### src/rtl/fac_pkg.sv
// fac_pkg: shared widths, reset values, state and pipeline types for the
// frame autocorrelation block; no dependencies
package fac_pkg;

    localparam int MAX_LENGTH_DEF = 64;
    localparam int SMP_W          = 16;
    localparam int CFG_W          = 7;
    localparam int VAL_W          = 38;
    localparam int LAG_W          = 6;
    localparam int PROD_W         = 2 * SMP_W;

    localparam logic [CFG_W-1:0] LEN_RESET = CFG_W'(64);
    localparam logic [CFG_W-1:0] LEN_MIN   = CFG_W'(2);

    typedef enum logic [1:0] {
        S_IDLE,
        S_RUN,
        S_DRAIN
    } t_state;

    // control flags that ride along with one product term
    typedef struct packed {
        logic valid;
        logic first;
        logic last;
        logic last_lag;
    } t_term;

endpackage

### src/rtl/frame_autocorrelation.sv
// frame_autocorrelation: top level, frame fill control and lag sequencer
// depends on fac_pkg and fac_datapath
//
//  channel   direction  handshake        payload
//  sample    in         start, busy      i_sample
//  result    out        o_valid strobe   o_lag_value, o_lag_index, o_last_lag
//  config    in         i_cfg_we         i_cfg_data (frame length)
//
// one sample beat per cycle while filling; the beat that completes a frame of
// L samples starts issue of L*(L+1)/2 product terms on the single multiplier,
// which pass the memory, multiply and accumulate stages. busy goes high after
// that beat and stays high until the last product term leaves the pipeline;
// no sample is accepted while busy. results are strobed and cannot be stalled.
// synchronous reset clears the fill count and sets the frame length to 64.
module frame_autocorrelation #(
    parameter int MAX_LENGTH = fac_pkg::MAX_LENGTH_DEF
) (
    input  logic                             i_clk,
    input  logic                             i_rst_n,
    input  logic                             start,
    output logic                             busy,
    input  logic signed [fac_pkg::SMP_W-1:0] i_sample,
    input  logic                             i_cfg_we,
    input  logic [fac_pkg::CFG_W-1:0]        i_cfg_data,
    output logic                             o_valid,
    output logic signed [fac_pkg::VAL_W-1:0] o_lag_value,
    output logic [fac_pkg::LAG_W-1:0]        o_lag_index,
    output logic                             o_last_lag
);

    localparam int AW = $clog2(MAX_LENGTH);
    localparam int LW = $clog2(MAX_LENGTH + 1);

    fac_pkg::t_state             r_state;
    fac_pkg::t_state             n_state;
    logic [fac_pkg::CFG_W-1:0]   r_cfg_len;
    logic [LW-1:0]               eff_len;
    logic [LW-1:0]               r_len;
    logic [LW-1:0]               r_fill;
    logic [LW-1:0]               n_fill;
    logic [AW-1:0]               r_k;
    logic [AW-1:0]               r_i;
    logic                        accept;
    logic                        frame_done;
    logic                        term_last;
    logic                        lag_last;
    logic                        issue;
    logic                        pipe_busy;
    fac_pkg::t_term              term;

    always_comb begin
        if (r_cfg_len < fac_pkg::LEN_MIN) begin
            eff_len = LW'(fac_pkg::LEN_MIN);
        end else if (r_cfg_len > fac_pkg::CFG_W'(MAX_LENGTH)) begin
            eff_len = LW'(MAX_LENGTH);
        end else begin
            eff_len = LW'(r_cfg_len);
        end
    end

    assign accept     = start && !busy;
    assign n_fill     = r_fill + LW'(1);
    assign frame_done = accept && (n_fill >= eff_len);
    assign term_last  = (LW'(r_i) + LW'(r_k)) == (r_len - LW'(1));
    assign lag_last   = LW'(r_k) == (r_len - LW'(1));

    // next state
    always_comb begin
        n_state = r_state;
        case (r_state)
            fac_pkg::S_IDLE: begin
                if (frame_done) begin
                    n_state = fac_pkg::S_RUN;
                end
            end
            fac_pkg::S_RUN: begin
                if (term_last && lag_last) begin
                    n_state = fac_pkg::S_DRAIN;
                end
            end
            fac_pkg::S_DRAIN: begin
                if (!pipe_busy) begin
                    n_state = fac_pkg::S_IDLE;
                end
            end
            default: n_state = fac_pkg::S_IDLE;
        endcase
    end

    // state outputs
    always_comb begin
        case (r_state)
            fac_pkg::S_IDLE: begin
                busy  = 1'b0;
                issue = 1'b0;
            end
            fac_pkg::S_RUN: begin
                busy  = 1'b1;
                issue = 1'b1;
            end
            default: begin
                busy  = 1'b1;
                issue = 1'b0;
            end
        endcase
    end

    always_comb begin
        term.valid    = issue;
        term.first    = r_i == '0;
        term.last     = term_last;
        term.last_lag = lag_last;
    end

    always_ff @(posedge i_clk) begin
        if (!i_rst_n) begin
            r_state   <= fac_pkg::S_IDLE;
            r_cfg_len <= fac_pkg::LEN_RESET;
            r_len     <= LW'(MAX_LENGTH);
            r_fill    <= '0;
            r_k       <= '0;
            r_i       <= '0;
        end else begin
            r_state <= n_state;
            if (i_cfg_we) begin
                r_cfg_len <= i_cfg_data;
            end
            if (accept) begin
                r_fill <= frame_done ? '0 : n_fill;
            end
            if (frame_done) begin
                r_len <= eff_len;
                r_k   <= '0;
                r_i   <= '0;
            end else if (issue) begin
                if (term_last) begin
                    r_i <= '0;
                    r_k <= r_k + AW'(1);
                end else begin
                    r_i <= r_i + AW'(1);
                end
            end
        end
    end

    fac_datapath #(
        .MAX_LENGTH (MAX_LENGTH)
    ) u_datapath (
        .i_clk       (i_clk),
        .i_rst_n     (i_rst_n),
        .i_wr_en     (accept),
        .i_wr_addr   (r_fill[AW-1:0]),
        .i_wr_data   (i_sample),
        .i_term      (term),
        .i_addr_a    (r_i),
        .i_addr_b    (r_i + r_k),
        .i_lag       (r_k),
        .o_pipe_busy (pipe_busy),
        .o_valid     (o_valid),
        .o_lag_value (o_lag_value),
        .o_lag_index (o_lag_index),
        .o_last_lag  (o_last_lag)
    );

    a_fill_bound: assert property (@(posedge i_clk) disable iff (!i_rst_n)
        r_fill < LW'(MAX_LENGTH))
        else $error("fill count out of range");

    a_addr_in_frame: assert property (@(posedge i_clk) disable iff (!i_rst_n)
        (r_state == fac_pkg::S_RUN) |-> (LW'(r_i) + LW'(r_k) < r_len))
        else $error("read beyond frame");

    a_last_index: assert property (@(posedge i_clk) disable iff (!i_rst_n)
        (o_valid && o_last_lag) |-> (o_lag_index == fac_pkg::LAG_W'(r_len - LW'(1))))
        else $error("last lag index mismatch");

    a_frame_gap: assert property (@(posedge i_clk) disable iff (!i_rst_n)
        (o_valid && o_last_lag) |=> !o_valid)
        else $error("result beat after last lag");

    a_no_issue_idle: assert property (@(posedge i_clk) disable iff (!i_rst_n)
        (r_state == fac_pkg::S_IDLE) |=> !o_valid || $past(pipe_busy, 1) || o_last_lag)
        else $error("result beat without work");

endmodule

### src/rtl/fac_datapath.sv
// fac_datapath: sample memory with one write and two read ports, shared
// multiplier and accumulator for the lag sums; depends on fac_pkg
module fac_datapath #(
    parameter int MAX_LENGTH = fac_pkg::MAX_LENGTH_DEF
) (
    input  logic                            i_clk,
    input  logic                            i_rst_n,
    input  logic                            i_wr_en,
    input  logic [$clog2(MAX_LENGTH)-1:0]   i_wr_addr,
    input  logic signed [fac_pkg::SMP_W-1:0] i_wr_data,
    input  fac_pkg::t_term                  i_term,
    input  logic [$clog2(MAX_LENGTH)-1:0]   i_addr_a,
    input  logic [$clog2(MAX_LENGTH)-1:0]   i_addr_b,
    input  logic [$clog2(MAX_LENGTH)-1:0]   i_lag,
    output logic                            o_pipe_busy,
    output logic                            o_valid,
    output logic signed [fac_pkg::VAL_W-1:0] o_lag_value,
    output logic [fac_pkg::LAG_W-1:0]       o_lag_index,
    output logic                            o_last_lag
);

    localparam int AW = $clog2(MAX_LENGTH);

    logic signed [fac_pkg::SMP_W-1:0]  mem [MAX_LENGTH];

    logic signed [fac_pkg::SMP_W-1:0]  r_rd_a;
    logic signed [fac_pkg::SMP_W-1:0]  r_rd_b;
    fac_pkg::t_term                    r_s1;
    logic [AW-1:0]                     r_s1_lag;
    logic signed [fac_pkg::PROD_W-1:0] r_prod;
    fac_pkg::t_term                    r_s2;
    logic [AW-1:0]                     r_s2_lag;
    logic signed [fac_pkg::VAL_W-1:0]  r_acc;
    logic signed [fac_pkg::VAL_W-1:0]  n_acc;
    logic                              r_out_valid;
    logic signed [fac_pkg::VAL_W-1:0]  r_out_value;
    logic [AW-1:0]                     r_out_lag;
    logic                              r_out_last;

    // sample store
    always_ff @(posedge i_clk) begin
        if (i_wr_en) begin
            mem[i_wr_addr] <= i_wr_data;
        end
        r_rd_a <= mem[i_addr_a];
        r_rd_b <= mem[i_addr_b];
    end

    always_comb begin
        if (r_s2.first) begin
            n_acc = fac_pkg::VAL_W'(r_prod);
        end else begin
            n_acc = r_acc + fac_pkg::VAL_W'(r_prod);
        end
    end

    // payload stages
    always_ff @(posedge i_clk) begin
        r_s1_lag <= i_lag;
        r_prod   <= r_rd_a * r_rd_b;
        r_s2_lag <= r_s1_lag;
        if (r_s2.valid) begin
            r_acc <= n_acc;
        end
        if (r_s2.valid && r_s2.last) begin
            r_out_value <= n_acc;
            r_out_lag   <= r_s2_lag;
            r_out_last  <= r_s2.last_lag;
        end
    end

    // control stages
    always_ff @(posedge i_clk) begin
        if (!i_rst_n) begin
            r_s1        <= '0;
            r_s2        <= '0;
            r_out_valid <= 1'b0;
        end else begin
            r_s1        <= i_term;
            r_s2        <= r_s1;
            r_out_valid <= r_s2.valid && r_s2.last;
        end
    end

    assign o_pipe_busy = r_s1.valid || r_s2.valid;
    assign o_valid     = r_out_valid;
    assign o_lag_value = r_out_value;
    assign o_lag_index = fac_pkg::LAG_W'(r_out_lag);
    assign o_last_lag  = r_out_last;

endmodule

### config.mk
export PLATFORM = sky130hd
export DESIGN_NAME = frame_autocorrelation
export DESIGN_NICKNAME = d
export VERILOG_FILES = /design/src/rtl/fac_pkg.sv /design/src/rtl/frame_autocorrelation.sv /design/src/rtl/fac_datapath.sv
export SDC_FILE = /design/constraint.sdc
export NUM_CORES = 2
export LEC_CHECK = 0
export BUFFER_PORTS_ARGS = -buffer_cell sky130_fd_sc_hd__buf_2
export CORE_ASPECT_RATIO = 0.8
export CORE_UTILIZATION = 45
export DETAILED_ROUTE_END_ITERATION = 16
export GPL_TIMING_DRIVEN = 0
export SYNTH_ARGS = -nofsm -noshare
export SYNTH_HDL_FRONTEND = slang
export SYNTH_SLANG_ARGS = --single-unit
### constraint.sdc
create_clock -name i_clk -period 7.87 [get_ports i_clk]
set_input_delay 0.787 -clock i_clk [delete_from_list [all_inputs] [get_ports i_clk]]
set_output_delay 0.787 -clock i_clk [all_outputs]
set_load 0.02 [all_outputs]
# Word-level counts from Yosys, hierarchy flattened
# Memories as Yosys holds them, arrays and structs flattened. A register that Yosys moved wholly into a read port is not among the register bits.
# Index checks and enable logic that the tools add are counted.
word_totals:
  register_bits: 171
  ramBits: 1024
  input_bits: 27
  out_inout_bits: 47
  word_cells: 65
  n_memories: 1
classes:
  addsub: 7
  mul: 1
  magnitude_cmp: 3
  n_eq_ne: 7
  mux: 13
  bitwise_logic: 1
  reduce_logical: 10
memory_table:
  columns: ["memory", "words", "word_bits", "read_ports", "rd_clocked_by_memory_dff", "write_ports", "line_no", "text"]
  rows:
  - ["u_datapath.mem", 64, 16, 2, 2, 1, "fac_datapath.sv:24", "logic signed [fac_pkg::SMP_W-1:0] mem [MAX_LENGTH];"]
op_table:
  columns: ["operator", "n"]
  rows:
  - ["38-bit by 32-bit adder with 38-bit output", 1]
  - ["38-bit 2-to-1 mux", 1]
  - ["16-bit by 16-bit multiplier with 32-bit output", 1]
  - ["7-bit 2-to-1 mux", 3]
  - ["6-bit by 1-bit adder with 6-bit output, second input constant", 2]
  - ["6-bit by 6-bit adder with 7-bit output", 1]
  - ["7-bit by 1-bit adder with 7-bit output, second input constant", 1]
  - ["6-bit by 7-bit == test with 1-bit output", 1]
  - ["7-bit == test", 1]
  - ["7-bit greater-or-equal comparator", 1]
  - ["7-bit greater-than comparator, second input constant", 1]
  - ["7-bit by 2-bit < comparator with 1-bit output, second input constant", 1]
  - ["7-bit by 1-bit subtractor with 7-bit output, second input constant", 1]
  - ["6-bit adder", 1]
  - ["6-bit logical NOT", 1]
  - ["2-bit 2-to-1 mux", 3]
  - ["6-bit 2-to-1 mux", 1]
  - ["2-bit inequality test, second input constant", 3]
  - ["2-bit case mux with 3 select lines", 1]
  - ["1-bit logical AND", 4]
  - ["1-bit 2-to-1 mux", 4]
  - ["3-bit AND reduction", 1]
  - ["2-bit by 1-bit == test with 1-bit output, second input constant", 1]
  - ["2-bit == test, second input constant", 1]
  - ["5 further kinds", 5]

# Depth between registers and ports, before layout
depth:
  depth_word: 7
  depth_mapped: 23
  ltp_nobuf: 22

# Hierarchy
# From an unflattened synthesis, not the netlist that was laid out.
unflattened:
  cells_unflattened: 3785
  area_unflattened_um2: 65655.5
by_module_without_submodules:
  columns: ["mod", "n_inst", "cells_each", "area_each_um2"]
  rows:
  - ["fac_datapath", 1, 3518, 63258.2]
  - ["frame_autocorrelation", 1, 267, 2397.3]

# Least setup slack after synthesis
# Ideal clock, no wire load.
synth_path:
  kind: "register -> register"
  startpoint: "register u_datapath.r_rd_a[15] in the netlist's numbering, read port of u_datapath.mem"
  endpoint: "register u_datapath.r_prod[31] in the netlist's numbering"
  setup_ns: 0.072
  arrival_time_ns: 5.929
  setup_slack_ns: 1.869
  stages_incl_launch_ff: 20
  path_buffers: 1
  path_cell_list: "dfxtp_1 -> clkbuf_1 -> nand2_1 -> inv_1 -> fa_1 -> fa_1 -> fa_1 -> fa_1 -> fa_1 -> inv_1 -> fa_1 -> inv_1 -> ha_1 -> o21a_1 -> o21a_1 -> o21a_1 -> and2_1 -> or4b_1 -> a31oi_1 -> xnor2_1"
synth_via:
  elab_chain_cells: 1
synth_rtl:
  columns: ["item", "line_no", "text"]
  rows:
  - ["start, declared", "fac_datapath.sv:26", "logic signed [fac_pkg::SMP_W-1:0] r_rd_a;"]
  - ["16-bit by 16-bit multiplier with 32-bit output", "fac_datapath.sv:60", "r_prod <= r_rd_a * r_rd_b;"]
  - ["end signal, assigned", "fac_datapath.sv:60", null]
  - ["end, declared", "fac_datapath.sv:30", "logic signed [fac_pkg::PROD_W-1:0] r_prod;"]
# Every way passes these cells.
# A chain may end at the register's enable or synchronous reset.

# Worst setup path after layout
layout_path:
  startpoint: "register u_datapath.r_rd_b[2] in the netlist's numbering, read port of u_datapath.mem"
  endpoint: "register u_datapath.r_prod[31] in the netlist's numbering"
layout_via:
  elab_chain_cells: 1
layout_rtl:
  columns: ["item", "line_no", "text"]
  rows:
  - ["start, declared", "fac_datapath.sv:27", "logic signed [fac_pkg::SMP_W-1:0] r_rd_b;"]
  - ["16-bit by 16-bit multiplier with 32-bit output", "fac_datapath.sv:60", null]
# Every way passes these cells.

==> metrics.md <==
| Metric | Value |
|---|---|
| End of the critical path | `u_datapath.r_prod[31]` |
| Die Width | `429 um` |
| Crit path top cell by count | `fa_1` |
| Fmax | `140 MHz` |
| Syn_nets | `about 4300` |
| Clock Root Buffer | `clkbuf_16` |
| CTS tree | `built` |
| Reg2reg start | `u_datapath.r_rd_b[2]` |
| Setup TNS | `0 ns` |
| Antenna Nets Post-Route | `0` |
| Slowest-stage cell, CP | `fa_1` |
| Syn avg cell area | `16.9 um^2` |
| Cells after synthesis | `3877` |
| Initial antenna violation count | `13` |
| Status | `complete, but fails checks` |
| FFs w/ async S/R, synth | `0%` |
| H-Tree Depth | `4` |
| DRT Wirelength | `about 200000 um` |
| Worst r2r dst | `u_datapath.r_prod[31]` |
| Slew headroom | `-8.78%` |
| Worst-path cell chain | `clkbuf_1 -> nand2_1 -> inv_1 -> fa_1 -> fa_1 -> fa_1 -> fa_1 -> fa_1 -> inv_1 -> fa_1 -> inv_1 -> ha_1 -> or3_1 -> nor2_1 -> o311ai_1 -> and2_1 -> or4b_1 -> a31oi_1 -> xnor2_1` |
| Area grow syn2layout | `12.5%` |
| Sequential share of the synthesized area | `54.4%` |
| Max-Cap Viols | `1` |
| Fin nets | `between 4000 and 5000` |
| Clock Latency Late Sink | `0.80 ns` |
| #FFs+latches synth | `1227` |
| Worst Hold Class | `in -> reg` |
| DPL Wire Length | `149000 um` |
| Worst hold stages | `3` |
| DRC | `0` |
| DR vias/cell | `6.32` |
| Startpoint types | `flip-flop` |
| Top FF cell, synth | `edfxtp_1` |
| Initial DRC count | `roughly 5600` |
| CP max stage delay | `0.88 ns` |
| Critical path class | `reg -> reg` |
| Worst R2R Path Depth | `19` |
| First-pass GRT wire length | `286000 um` |
| Via count | `38800` |
| DP Cell Count | `5901` |
| Register area | `35600 um^2` |
| Ports | `74` |
| Final Critical Period | `7.16 ns` |
| Pin count of the biggest net entering global routing | `65` |
| Final Wtd Congestion | `~1` |
| Fraction of layout cells with a size suffix above 1 | `between 20% and 30%` |
| Initial Util | `45.6%` |
| Place WS | `0.762 ns` |
| CP endpoint kind | `flip-flop` |
| Area of the multi-input gates | `roughly 28000 um^2` |
| Post-route clock skew | `0.0359 ns` |
| Vias in the first global route | `approximately 38000` |
| Final worst setup slack | `0.706 ns` |
| Fin. max-slew vios | `11` |
| Hold_buf cts | `0` |
| Data arrival, critical path | `between 7 and 8 ns` |
| Worst Max-Slew Pin Slew | `between 1.5 and 2 ns` |
| Clock-pin slew on the worst setup and hold paths | `roughly 0.060 ns` |
| Setup violators final | `0` |
| Clk sinks | `between 1000 and 1500` |
| # port buffers | `72` |
| Critical path launch point | `u_datapath.r_rd_b[2]` |
| Ys Warns | `0` |
| Crit-path max FO | `10` |
| Clock buffer depth | `3` |
| R2R setup slack | `0.71 ns` |
| Final Non-Filler Cells | `a little over 6000` |
| Die area | `147000 um^2` |
| Distinct cells, synth | `64` |
| Iteration count of the initial detailed-routing pass | `5` |
| Final period utilization | `between 90 and 100%` |
| WL/cell | `33.0 um` |
| Global Route Usage Sum | `27.9%` |
| Setup bufs post-CTS | `0` |
| GRT Residual Overflow | `0` |
| Area of the core | `144000 um^2` |
| CTS Buf Count | `130` |
| Hold Violations, Final | `0` |
| WP data required | `~8.6 ns` |
| RSZ-0062 raised after global routing | `false` |
| Die height | `343 um` |
| Failing checks | `capacitance limit, slew limit` |
| Synthesized area | `65500 um^2` |
| Row count | `124` |
| Fillers | `around 12000` |
| Post-cts sizing count | `0` |
| Post-synth EDFFs | `~1100` |
[cell families after synthesis]
family,share of synthesized area (%)
XOR/XNOR,1.43
adder cells (fa/ha/maj),10.7
AND/OR/NAND/NOR,4.65
flip-flops,54.4
buffers and inverters,3.26
multiplexers,22.8
AO/OA/AOI/OAI,2.82
[area by class of cell]
cell class | count | share of cell area [%]
plain buffers | 217 | 1.30
well taps | 1890 | 3.21
multi-input cells | 2119 | 37.8
diodes | 3 | 0.0102
inverters | 314 | 1.60
flip-flops and latches | 1227 | 48.3
clock buffers | 160 | 4.75
clock inverters | 71 | 0.984
repair buffers | 136 | 1.97
[flip-flops by register name, indices dropped and copies added, names as in the netlist, 7 cells and up]
signal / flops
u_datapath.r_acc: 38
u_datapath.mem: 1024
u_datapath.r_prod: 32
r_cfg_len: 7
u_datapath.o_lag_value: 38
u_datapath.r_rd_a: 16
r_len: 7
r_fill: 7
u_datapath.r_rd_b: 16
[Yosys cell counts, types with 5 or more instances]
library cell,number,area share (%)
nand3_1,27,0.21
edfxtp_1,1107,51
o21a_1,13,0.15
o21ai_0,63,0.48
a211oi_1,34,0.39
mux2i_1,26,0.40
nand4_1,10,0.095
o21bai_1,8,0.092
a21oi_1,82,0.63
xnor2_1,64,0.86
ha_1,137,2.6
dfxtp_1,120,3.7
buf_1,27,0.15
clkbuf_1,117,0.67
a21o_1,29,0.33
fa_1,264,8.1
o31ai_1,7,0.080
nand2_1,221,1.3
mux2_2,5,0.086
a31oi_1,16,0.15
or3_1,6,0.057
nor3_1,10,0.076
o21ai_1,5,0.038
mux4_2,648,22
nor2_1,156,0.89
inv_1,312,1.8
buf_4,15,0.17
and3_1,13,0.12
nor2b_1,33,0.32
and2_1,132,1.3
o211ai_1,10,0.11
xor2_1,40,0.53
nand2b_1,11,0.11
buf_2,56,0.43
[layout by cell type, fill, tap and decap left out, types with 50 or more instances in the layout]
cell type  instances
a21oi_1           82
and2_1           131
buf_2            115
buf_8             50
clkbuf_1         139
clkbuf_16        136
dfxtp_1          119
edfxtp_1        1107
fa_1             264
ha_1             137
inv_1            312
mux4_2           648
nand2_1          221
nor2_1            92
nor2_2            64
o21ai_0           63
xnor2_1           64
[per-stage QoR]
step | area (um^2) | hold slack, ns | utilization, %
after floorplan | 65500 | 0.310 | -
after global placement | 68200 | 0.310 | 47.5
after detailed placement | 69400 | 0.312 | 48.3
after CTS | 73700 | 0.217 | 51.3
after global routing | 73700 | 0.232 | 51.3
final | 73700 | 0.237 | 51.3
[worst min-delay path by stage]
stage	from	to	slack [ns]
2_1_floorplan	u_datapath.r_s1_lag[0]	u_datapath.r_s2_lag[0]	0.31
5_1_grt	i_cfg_data[2]	r_cfg_len[2]	0.23
3_3_place_gp	u_datapath.r_s1_lag[3]	u_datapath.r_s2_lag[3]	0.31
3_5_place_dp	u_datapath.r_s1_lag[2]	u_datapath.r_s2_lag[2]	0.31
4_1_cts	i_cfg_data[0]	r_cfg_len[0]	0.22
6_report	i_cfg_data[1]	r_cfg_len[1]	0.24
[worst max-delay path: cells and delay by family, from the launching register on]
kind / cells / cell delay [ns]
adders and majority gates: 7 / 3.65
and+or+nand+nor: 5 / 1.52
buffers and inverters: 4 / 0.72
DFF: 1 / 0.53
AOI/OAI and AO/OA: 2 / 0.48
xor gates and xnor gates: 1 / 0.16
[metal layers]
metal | GRT usage (%) | share of wire (%)
met2 | 39.3 | 42
met4 | 8.20 | 3.1
met3 | 9.94 | 14
met1 | 40.6 | 41
met5 | 0 | 0.018
Power is not shown: default switching activity piles up to over one toggle a cycle in this logic, so the estimate is an artifact.
